$ cat config.mk
export PLATFORM = sky130hd
export DESIGN_NAME = sbm_ctrl
export DESIGN_NICKNAME = d
export VERILOG_FILES = /design/src/rtl/sbm_pkg.sv /design/src/rtl/sbm_ctrl.sv
export SDC_FILE = /design/constraint.sdc
export NUM_CORES = 1
export LEC_CHECK = 0
export BUFFER_PORTS_ARGS = -buffer_cell sky130_fd_sc_hd__buf_4
export CORE_UTILIZATION = 45
export CTS_CLUSTER_DIAMETER = 30
export DETAILED_ROUTE_END_ITERATION = 8
export GPL_TIMING_DRIVEN = 0
export PLACE_DENSITY = 0.84
export RECOVER_POWER = 100
export SYNTH_ARGS = -nofsm -noshare
export SYNTH_HDL_FRONTEND = slang
export SYNTH_SLANG_ARGS = --single-unit
$ cat constraint.sdc
create_clock -name clock -period 1.7 [get_ports clock]
set_clock_uncertainty 0.05 [all_clocks]
set_input_delay 0.255 -clock clock [delete_from_list [all_inputs] [get_ports clock]]
set_output_delay 0.255 -clock clock [all_outputs]
set_load 0.05 [all_outputs]
$ cat src/rtl/sbm_pkg.sv
// ----------------------------------------------------------------------------
// sbm_pkg
// shared types and constants of the stereo block matcher
// ----------------------------------------------------------------------------
package sbm_pkg;

   localparam int PIX_W     = 8;
   localparam int IMG_W_W   = 11;
   localparam int IMG_H_W   = 12;
   localparam int LIM_W     = 6;
   localparam int THR_W     = 16;
   localparam int DISP_W    = 6;
   localparam int MAPCOL_W  = 10;
   localparam int ROW_W     = 12;
   localparam int CSR_AW    = 4;
   localparam int CSR_DW    = 32;

   localparam logic [IMG_W_W-1:0] RST_IMAGE_WIDTH     = 11'd640;
   localparam logic [IMG_H_W-1:0] RST_IMAGE_HEIGHT    = 12'd480;
   localparam logic [LIM_W-1:0]   RST_DISPARITY_LIMIT = 6'd50;
   localparam logic [THR_W-1:0]   RST_ERROR_THRESHOLD = 16'd1000;

   localparam logic [1:0] CSR_IMAGE_WIDTH     = 2'd0;
   localparam logic [1:0] CSR_IMAGE_HEIGHT    = 2'd1;
   localparam logic [1:0] CSR_DISPARITY_LIMIT = 2'd2;
   localparam logic [1:0] CSR_ERROR_THRESHOLD = 2'd3;

   typedef struct packed {
      logic write;
      logic issue;
      logic first;
      logic last;
      logic load;
   } sbm_cmd_type;

   typedef struct packed {
      logic win_valid;
      logic out_free;
   } sbm_status_type;

endpackage

$ cat src/rtl/sbm_ctrl.sv
// ----------------------------------------------------------------------------
// sbm_ctrl
// sequencer: takes a request, walks disparities and window columns
// ----------------------------------------------------------------------------
module sbm_ctrl #(
   parameter int WIN_SIZE   = 9,
   parameter int DISP_RANGE = 64,
   localparam int XW = (WIN_SIZE > 1) ? $clog2(WIN_SIZE) : 1,
   localparam int DW = (DISP_RANGE > 1) ? $clog2(DISP_RANGE) : 1
) (
   input  logic                   clock,
   input  logic                   reset,
   input  logic                   req_valid,
   output logic                   req_ready,
   input  sbm_pkg::sbm_status_type status,
   input  logic [DW-1:0]          max_disp,
   output sbm_pkg::sbm_cmd_type   cmd,
   output logic [XW-1:0]          col_step,
   output logic [DW-1:0]          disp_step
);

   typedef enum logic [2:0] {
      S_IDLE,
      S_CHECK,
      S_SCAN,
      S_DRAIN,
      S_OUTPUT
   } state_type;

   localparam logic [1:0] DRAIN_LAST = 2'd2;

   state_type      state_ff, state_in;
   logic [XW-1:0]  x_ff, x_in;
   logic [DW-1:0]  d_ff, d_in;
   logic [1:0]     drain_ff, drain_in;

   always_comb begin
      state_in = state_ff;
      x_in     = x_ff;
      d_in     = d_ff;
      drain_in = drain_ff;
      case (state_ff)
         S_IDLE: begin
            if (req_valid) begin
               state_in = S_CHECK;
            end
         end
         S_CHECK: begin
            x_in = '0;
            d_in = '0;
            state_in = status.win_valid ? S_SCAN : S_IDLE;
         end
         S_SCAN: begin
            if (x_ff == XW'(WIN_SIZE - 1)) begin
               x_in = '0;
               if (d_ff == max_disp) begin
                  drain_in = '0;
                  state_in = S_DRAIN;
               end else begin
                  d_in = d_ff + 1'b1;
               end
            end else begin
               x_in = x_ff + 1'b1;
            end
         end
         S_DRAIN: begin
            if (drain_ff == DRAIN_LAST) begin
               state_in = S_OUTPUT;
            end else begin
               drain_in = drain_ff + 1'b1;
            end
         end
         S_OUTPUT: begin
            if (status.out_free) begin
               state_in = S_IDLE;
            end
         end
         default: begin
            state_in = S_IDLE;
         end
      endcase
   end

   always_ff @(posedge clock) begin
      if (reset) begin
         state_ff <= S_IDLE;
         x_ff     <= '0;
         d_ff     <= '0;
         drain_ff <= '0;
      end else begin
         state_ff <= state_in;
         x_ff     <= x_in;
         d_ff     <= d_in;
         drain_ff <= drain_in;
      end
   end

   assign req_ready  = (state_ff == S_IDLE);
   assign cmd.write  = (state_ff == S_IDLE) && req_valid;
   assign cmd.issue  = (state_ff == S_SCAN);
   assign cmd.first  = (x_ff == '0);
   assign cmd.last   = (x_ff == XW'(WIN_SIZE - 1));
   assign cmd.load   = (state_ff == S_OUTPUT) && status.out_free;
   assign col_step   = x_ff;
   assign disp_step  = d_ff;

endmodule

======== After elaboration in Yosys (flattened, before gate mapping) ========
Cells that the tools add are included.
word-level totals
  input bits .............................. 11
  output and inout port bits .............. 16
  word-level logic and storage cells ...... 46
  register bits ........................... 15
cells by class
  reductions and logical operators ........ 9
  add/sub/neg operators ................... 3
  equal/unequal tests ..................... 14
  mux-type cells .......................... 16
operators with widths
  kind                   count
  $mux W3                5
  $pmux W3 S5            1
  $mux W6                2
  $ne A2 B2 Y1 const B   6
  $pmux W6 S2            1
  $mux W2                4
  $pmux W4 S2            1
  $add A6 B1 Y6 const B  1
  $eq A3 B2 Y1 const B   2
  $eq A6 B6 Y1           1
  $reduce_and A5 Y1      1
  $add A4 B1 Y4 const B  1
  $eq A4 B4 Y1 const B   1
  $logic_not A4 Y1       1
  $mux W4                1
  $pmux W2 S2            1
  $reduce_and A4 Y1      1
  $reduce_bool A2 Y1     2
  $eq A3 B1 Y1 const B   1
  $eq A3 B3 Y1 const B   1
  $logic_not A3 Y1       1
  $reduce_and A3 Y1      1
  $add A2 B1 Y2 const B  1
  $eq A2 B2 Y1 const B   1
  other kinds (2)        3

======== Logic depth before layout (Yosys ltp) ========
Gate-level depths: netlist of the first run.
  word-level depth ........................ 4
  gate-level depth with buffers ........... 8
  gate-level depth less buffers ........... 7

======== Least setup slack after synthesis of the first run ========
Ideal clock, no wire load.
  path type ............................... register to output
  start ................................... register state_ff[0]
  end ..................................... output cmd[4] (netlist name)
  setup slack ............................. -0.690 ns
  cell stages (with the launch flop) ...... 4
  required time ........................... 1.395 ns
  arrival ................................. 2.085 ns
  path buffers ............................ 1
  path through ............................ dfxtp_1 buf_2 nor3_1 and2_1
RTL lines
  what                    line            RTL
  start, declared         sbm_ctrl.sv:32  state_type state_ff, state_in;
  start signal, assigned  sbm_ctrl.sv:91  state_ff <= state_in;
  end, declared           sbm_ctrl.sv:17  output sbm_pkg::sbm_cmd_type cmd,

======== Worst setup path after layout of the first run ========
  start ................................... register x_ff[0], in the netlist col_step[0]
  end ..................................... register d_ff[2], in the netlist disp_step[2]
between the ends
  longest elaborated chain between the ends .. 3
ends and longest elaborated chain
  what                         line            RTL
  start, declared              sbm_ctrl.sv:33  logic [XW-1:0] x_ff, x_in;
  start signal, assigned       sbm_ctrl.sv:92  x_ff <= x_in;
  $eq A4 B4 Y1                 sbm_ctrl.sv:54  if (x_ff == XW'(WIN_SIZE - 1)) begin
  $ne A2 B2 Y1 (no line)       -
  $reduce_and A3 Y1 (no line)  -
  end signal, assigned         sbm_ctrl.sv:93  d_ff <= d_in;
  end, declared                sbm_ctrl.sv:34  logic [DW-1:0] d_ff, d_in;
Every way passes these cells.
A chain may end at the register's enable or synchronous reset.

==> results of run 1 <==
## critical path, cell delays in order (launching register included)
cell	delay, ns
dfxtp_4	0.37
inv_4	0.05
ha_4	0.11
and3b_1	0.16
buf_6	0.11
buf_6	0.11
o21ai_4	0.06
or4_4	0.53
a31oi_4	0.18
## synth_stat cells, types with 2 or more instances
library cell / number
dfxtp_1: 15
a21oi_1: 6
a31oi_1: 6
inv_1: 6
o21ai_0: 6
xnor2_1: 6
nand2_1: 5
nor2_1: 5
ha_1: 4
nand2b_1: 4
nand3b_1: 4
nor3_1: 4
or3_1: 4
clkbuf_1: 3
o211ai_1: 3
and4_1: 2
buf_2: 2
nand3_1: 2
nand4b_1: 2
o32ai_1: 2
or4_1: 2
## power groups by stage
stage	Combinational (mW)	Sequential, mW	Clock (mW)
global route	0.172	0.357	0.229
detailed placement	0.136	0.367	0
floorplan	0.0861	0.371	0
finish	0.160	0.356	0.221
global placement	0.133	0.367	0
CTS	0.143	0.357	0.222
## sequential cells by signal, indices dropped and copies added (netlist names)
register,count
disp_step,6
state_ff,3
drain_ff,2
col_step,4
## area by class of cell
class / instances / area [µm²]
sequential: 15 / 323
tap: 27 / 33.8
timing repair buffer: 37 / 250
multi-input combinational: 82 / 627
inverter: 7 / 33.8
buffer: 6 / 37.5
fill: 165 / 609
clock inverter: 1 / 5.00
clock buffer: 3 / 22.5
## timing repair
| item | in CTS | in global routing |
|---|---|---|
| setup buffers | 4 | 7 |
| endpoints found under the hold margin | 0 | 0 |
| pin swaps | 1 | 4 |
| hold buffers | 0 | 0 |
| gates resized for setup | 6 | 10 |
| gates cloned | 0 | 0 |
| endpoints found under the setup margin | 3 | 9 |
## logic make-up (layout without fill, tap and decap cells)
group,after synthesis,in the layout
compound gates,26,26
buf+inv,13,54
flops,15,15
simple gates,45,45
fa+ha+maj,4,4
xor+xnor,7,7
## how the worst min path moves through the flow
stage / from / end / slack, ns
finish: reset / disp_step[3] / 0.22
global route: reset / disp_step[3] / 0.24
CTS: reset / disp_step[3] / 0.19
detailed placement: disp_step[0] / disp_step[0] / 0.44
global placement: drain_ff[1] / drain_ff[1] / 0.43
floorplan: reset / disp_step[3] / 0.40
## through the flow
stage	setup TNS (ns)	util	setup WS (ns)
2_1_floorplan	-0.381	-	-0.211
3_3_place_gp	-0.0957	0.610	-0.0957
3_5_place_dp	-0.129	0.610	-0.129
4_1_cts	-0.165	0.646	-0.0900
5_1_grt	-0.882	0.686	-0.186
6_report	-0.236	0.686	-0.116
## layer usage
layer,wire length (µm),global-route usage,vias up
met3,115,0.0462,4
met2,1250,0.315,32
li1,-,-,490
met4,28,0.0857,0
met1,1120,0.278,474
met5,0,0,-
==> metrics.txt, run 1 <==
status=finished, violations left; failing checks=DRC, setup timing; layout cells sized above 1=0.417; worst hold path class=input port to flip-flop; clock share of power=0.300; maxcap violations=0; Non-Filler Cell Area, Final=1330 µm²; Ys Warns=0; max-slew violations=0; Initial Util=0.475; final WL=approximately 2500 µm; Synth Cell Area=922 µm²; Mapped Cells=110; most frequent cells in the layout=buf_4 (26), clkbuf_1 (11), dfxtp_2 (9), a21oi_1 (6); Worst slew margin=0.601; Crit Path Class=flip-flop to flip-flop; Post-Synth XOR/XNOR Area=0.0665; simple-gate portion of the synthesized area=0.319; PwrDens=~550 nW/µm²; Core ar.=1940 µm²; final period utilization=1.07; Worst Setup SP=col_step[0]; HPWL Detailed=roughly 1500 µm; post-synthesis mux area share=0; largest cells by area after synthesis=dfxtp_1 (33%), xnor2_1 (5.7%), ha_1 (5.4%), a31oi_1 (4.1%), a21oi_1 (3.3%); Worst EP required=1.88 ns; reg2reg path depth=8; Sequential Power Share=0.483; CTS Buf Count=3; Overflow after GRT=0; routability-driven placement congestion ratio=0.789; NetSw=between 0.2 and 0.25 mW; first-pass GRT wire length=3210 µm; initial antenna violation count=0; largest family of logic cells by synthesized area=simple AND/OR/NAND/NOR gates; Post-synth EDFFs=0; post-synth top area share=0.326; initial DRC count=19; Area growth, synth to finish=44.5%; Clock Tree Buf Depth=2; number of vias per cell=5.62; port bufs=26; placed cell count=~160; hold depth=3; total global-route track usage=0.206; hold_ws=about 0.22 ns; Post-Synth Adder-Cell Area=0.0543; post-synthesis register bit count=15; Die ar.=2230 µm²; vias in the first global route=around 740; Skew-Pair Late Insertion Delay=0.30 ns; Final Hold Fails=0; drt pass-1 iters=6; Achievable Freq=0.551 GHz; row count=16; DR WL/cell=about 14 µm; non-filler cells, final=between 150 and 200; via count=~1k; IO Pins=27; CTS Sinks=15; RR Startpoint=col_step[0]; CTS tree=yes; ys flop type=dfxtp_1; Routed Antenna Nets=0; Critical R2R Capture=disp_step[2]; final setup vio count=5; Int Pwr=a little over 0.5 mW; Worst Max-Slew Pin Slew=0.601 ns; Post-route DRC=1; die extent in y=47.3 µm; Critical Path AT=1.99 ns; overall power=0.737 mW; post-synthesis sequential area ratio=0.326; Net Sw Frac=0.315; FFs w/ async S/R, synth=0; Synth Net Count=125; ant diodes=0; H-Tree Depth=1; largest area contributor in the netlist=dfxtp_1; CP endpoint kind=flip-flop; worst setup margin=-0.116 ns; Synth Area per Inst=8.38 µm²; Worst Setup EP=disp_step[2]; clock root buffer=clkbuf_4; Reg clk slew, reported paths=0.10 ns; minimum setup slack among reg-to-reg paths=-0.12 ns; final net count=167; startpoint types=flip-flop; unrepaired setup endpoints after global routing=true; commonest non-fill, non-tap cell in the layout=buf_4; fin crit period=1.82 ns; crit path max fanout=5; Max VDD drop=0.349 mV; largest net degree at the start of global routing=11; Yosys cell types=38; Compound-Gate Fraction of Synth Area=0.175; leakage power=approximately 0.50 nW; die width=47.3 µm; Combinational Power Share=0.217; placed cell area=1180 µm²
Power figures use the tool's default switching activity.
==> inputs of run 2 (changes only) <==
--- a/config.mk
+++ b/config.mk
@@ -10,7 +10,7 @@
 export CTS_CLUSTER_DIAMETER = 30
 export DETAILED_ROUTE_END_ITERATION = 8
 export GPL_TIMING_DRIVEN = 0
-export PLACE_DENSITY = 0.84
+export PLACE_DENSITY = 0.8
 export RECOVER_POWER = 100
 export SYNTH_ARGS = -nofsm -noshare
 export SYNTH_HDL_FRONTEND = slang
==> run 2 against run 1 <==
  * The flow finishes with violations (setup timing)
  * Total power down 2.9%
  * Combinational power decreased by 7%
  * Final area decreased by 3.3%
  * Register-to-register slack gained 0.08 ns
  * Sequential cell count unchanged
  * Sequential power about the same
  * Die area is the same
  * Global-route usage up 1.4 points
  * Critical endpoint is now disp_step[5]
  * Largest cell class unchanged
==> metrics.txt, run 2 (synthesis results as in run 1) <==
Post-route DRC=0 (-1); CTS Buf Count=3 (unchanged); Crit Path Class=flip-flop to flip-flop; worst hold path class=input port to flip-flop; WP buf/inv=2 (-1); Clock Tree Buf Depth=2 (unchanged); Initial Util=0.475 (unchanged); routability-driven placement congestion ratio=0.774 (-1.9%); largest net degree at the start of global routing=11 (unchanged); CTS tree=yes; Skew-Pair Late Insertion Delay=0.28 ns (-0.02 ns); minimum setup slack among reg-to-reg paths=-0.04 ns (+0.08 ns); worst setup margin=-0.0372 ns (+0.0787 ns); unrepaired setup endpoints after global routing=true; Core ar.=1940 µm² (unchanged); critical-path cell list=inv_4 -> ha_4 -> and3b_1 -> buf_6 -> and4_1 -> o21ai_2 -> or4_1 -> a31oi_1; Critical Path AT=1.90 ns (-0.09 ns); Achievable Freq=0.576 GHz (+4.5%); RR Startpoint=col_step[0]; fin crit period=1.74 ns (-0.0787 ns); most frequent cells in the layout=buf_4 (24), clkbuf_1 (9), dfxtp_2 (9), a31oi_1 (6), a21oi_1 (6); slowest stage cell, crit path=or4_1; Routed Antenna Nets=0 (unchanged); Max stage delay on crit path=0.39 ns (-0.14 ns); DR WL/cell=13.3 µm (-5.3%); IO Pins=27 (unchanged); maxcap violations=0 (unchanged); max-slew violations=0 (unchanged); Hold Buf Count CTS=0 (unchanged); CP top delay family=simple AND/OR/NAND/NOR gates; DR WL met3=72 µm (-37%); hold_ws=0.215 ns (-0.000900 ns); via count=945 (-5.5%); Reg clk slew, reported paths=0.09 ns (about the same); port bufs=26 (unchanged); ant diodes=0 (unchanged); met2 WL post-DR=1130 µm (-9.2%); die width=47.3 µm (unchanged); vias in the first global route=771 (+3.8%); TNS Setup=-0.0602 ns (+0.176 ns); total global-route track usage=0.220 (+0.0135); leakage power=0.481 nW (-3.4%); H-Tree Depth=1 (unchanged); Area growth, synth to finish=39.8%; startpoint types=flip-flop; Worst slew margin=0.604 (+0.00289); max reg flops=6 (unchanged); CP endpoint kind=flip-flop; final period utilization=1.02 (-0.0463); row count=16 (unchanged); Worst Setup SP=col_step[0]; final setup vio count=3 (-2); Critical R2R Capture=disp_step[5]; status=finished, violations left; hold depth=3 (unchanged); clock root buffer=clkbuf_4; Final Hold Fails=0 (unchanged); drt pass-1 iters=4 (-2); hold endpoint=disp_step[3]; final net count=161 (-3.6%); met1 wire length=1070 µm (-4.3%); Worst Max-Slew Pin Slew=0.596 ns (-0.00435 ns); Setup WS pre-CTS=-0.129 ns (+0.0000820 ns); CTS Sinks=15 (unchanged); first-pass GRT wire length=3450 µm (+7.5%); die extent in y=47.3 µm (unchanged); crit path max fanout=3 (-2); PwrDens=555 nW/µm² (+0.41%); number of vias per cell=5.49 (-2.2%); final WL=2290 µm (-8.5%); Overflow after GRT=0 (unchanged); Worst EP required=1.86 ns (-0.02 ns); Non-Filler Cell Area, Final=1290 µm² (-3.3%); hold path startpoint=reset; initial DRC count=16 (-3); initial antenna violation count=0 (unchanged); placed cell area=1180 µm² (unchanged); layout cells sized above 1=0.400 (-0.0172); reg2reg path depth=8 (unchanged); Max VDD drop=0.416 mV (+19%); commonest non-fill, non-tap cell in the layout=buf_4; uppermost layer routed=met4; final core utilization=0.664 (-0.0226); Die ar.=2230 µm² (unchanged); failing checks=setup timing; HPWL Detailed=1540 µm (unchanged)
==> run 2: cell types whose count changed in the layout (fill, tap and decap cells not counted), sizes merged <==
| cell | delta |
|---|---|
| clkinv | -1 |
| clkbuf | -5 |
==> run 2: area by class of cell <==
type	instances	area, µm²
buffer	6	41.3
multi-input combinational	82	606
tap	27	33.8
clock buffer	4	26.3
inverter	7	33.8
fill	164	653
sequential	15	323
timing repair buffer	31	225
==> run 2: tightest hold or removal path, delay by kind of cell <==
kind	cells	cell delay [ns]
compound gates	1	0.08
buf+inv	1	0.08
simple gates	1	0.09
==> run 2: worst max-delay path by stage <==
stage	slack, ns	cells after the start	to
2_1_floorplan	-0.21	3	cmd[4]
3_3_place_gp	-0.10	8	disp_step[5]
3_5_place_dp	-0.13	8	disp_step[5]
4_1_cts	-0.04	8	disp_step[5]
5_1_grt	-0.1	8	disp_step[2]
6_report	-0.04	8	disp_step[5]
==> run 2: metrics by stage <==
step,std cells,power (mW)
6_report,172,0.716
5_1_grt,172,0.747
4_1_cts,172,0.714
3_5_place_dp,163,0.504
3_3_place_gp,163,0.501
2_1_floorplan,110,0.457
==> run 2: repair_timing <==
item,CTS,global route
pin swaps,2,2
setup endpoints to repair,3,9
gates resized for setup,10,6
buffers inserted,5,0
==> run 2: routing by layer <==
layer | vias up | global-route usage
li1 | 476 | -
met1 | 445 | 0.306
met2 | 20 | 0.353
met3 | 4 | 0.0346
met4 | 0 | 0.0514
met5 | - | 0
==> run 2: power by group <==
| part | switching (mW) | total [mW] | leakage, nW | internal, mW |
|---|---|---|---|---|
| Combinational | 0.0877 | 0.149 | 0.337 | 0.0610 |
| Sequential | 0.00462 | 0.357 | 0.128 | 0.353 |
| Clock | 0.118 | 0.209 | 0.0150 | 0.0911 |
| Total | 0.211 | 0.716 | 0.481 | 0.505 |
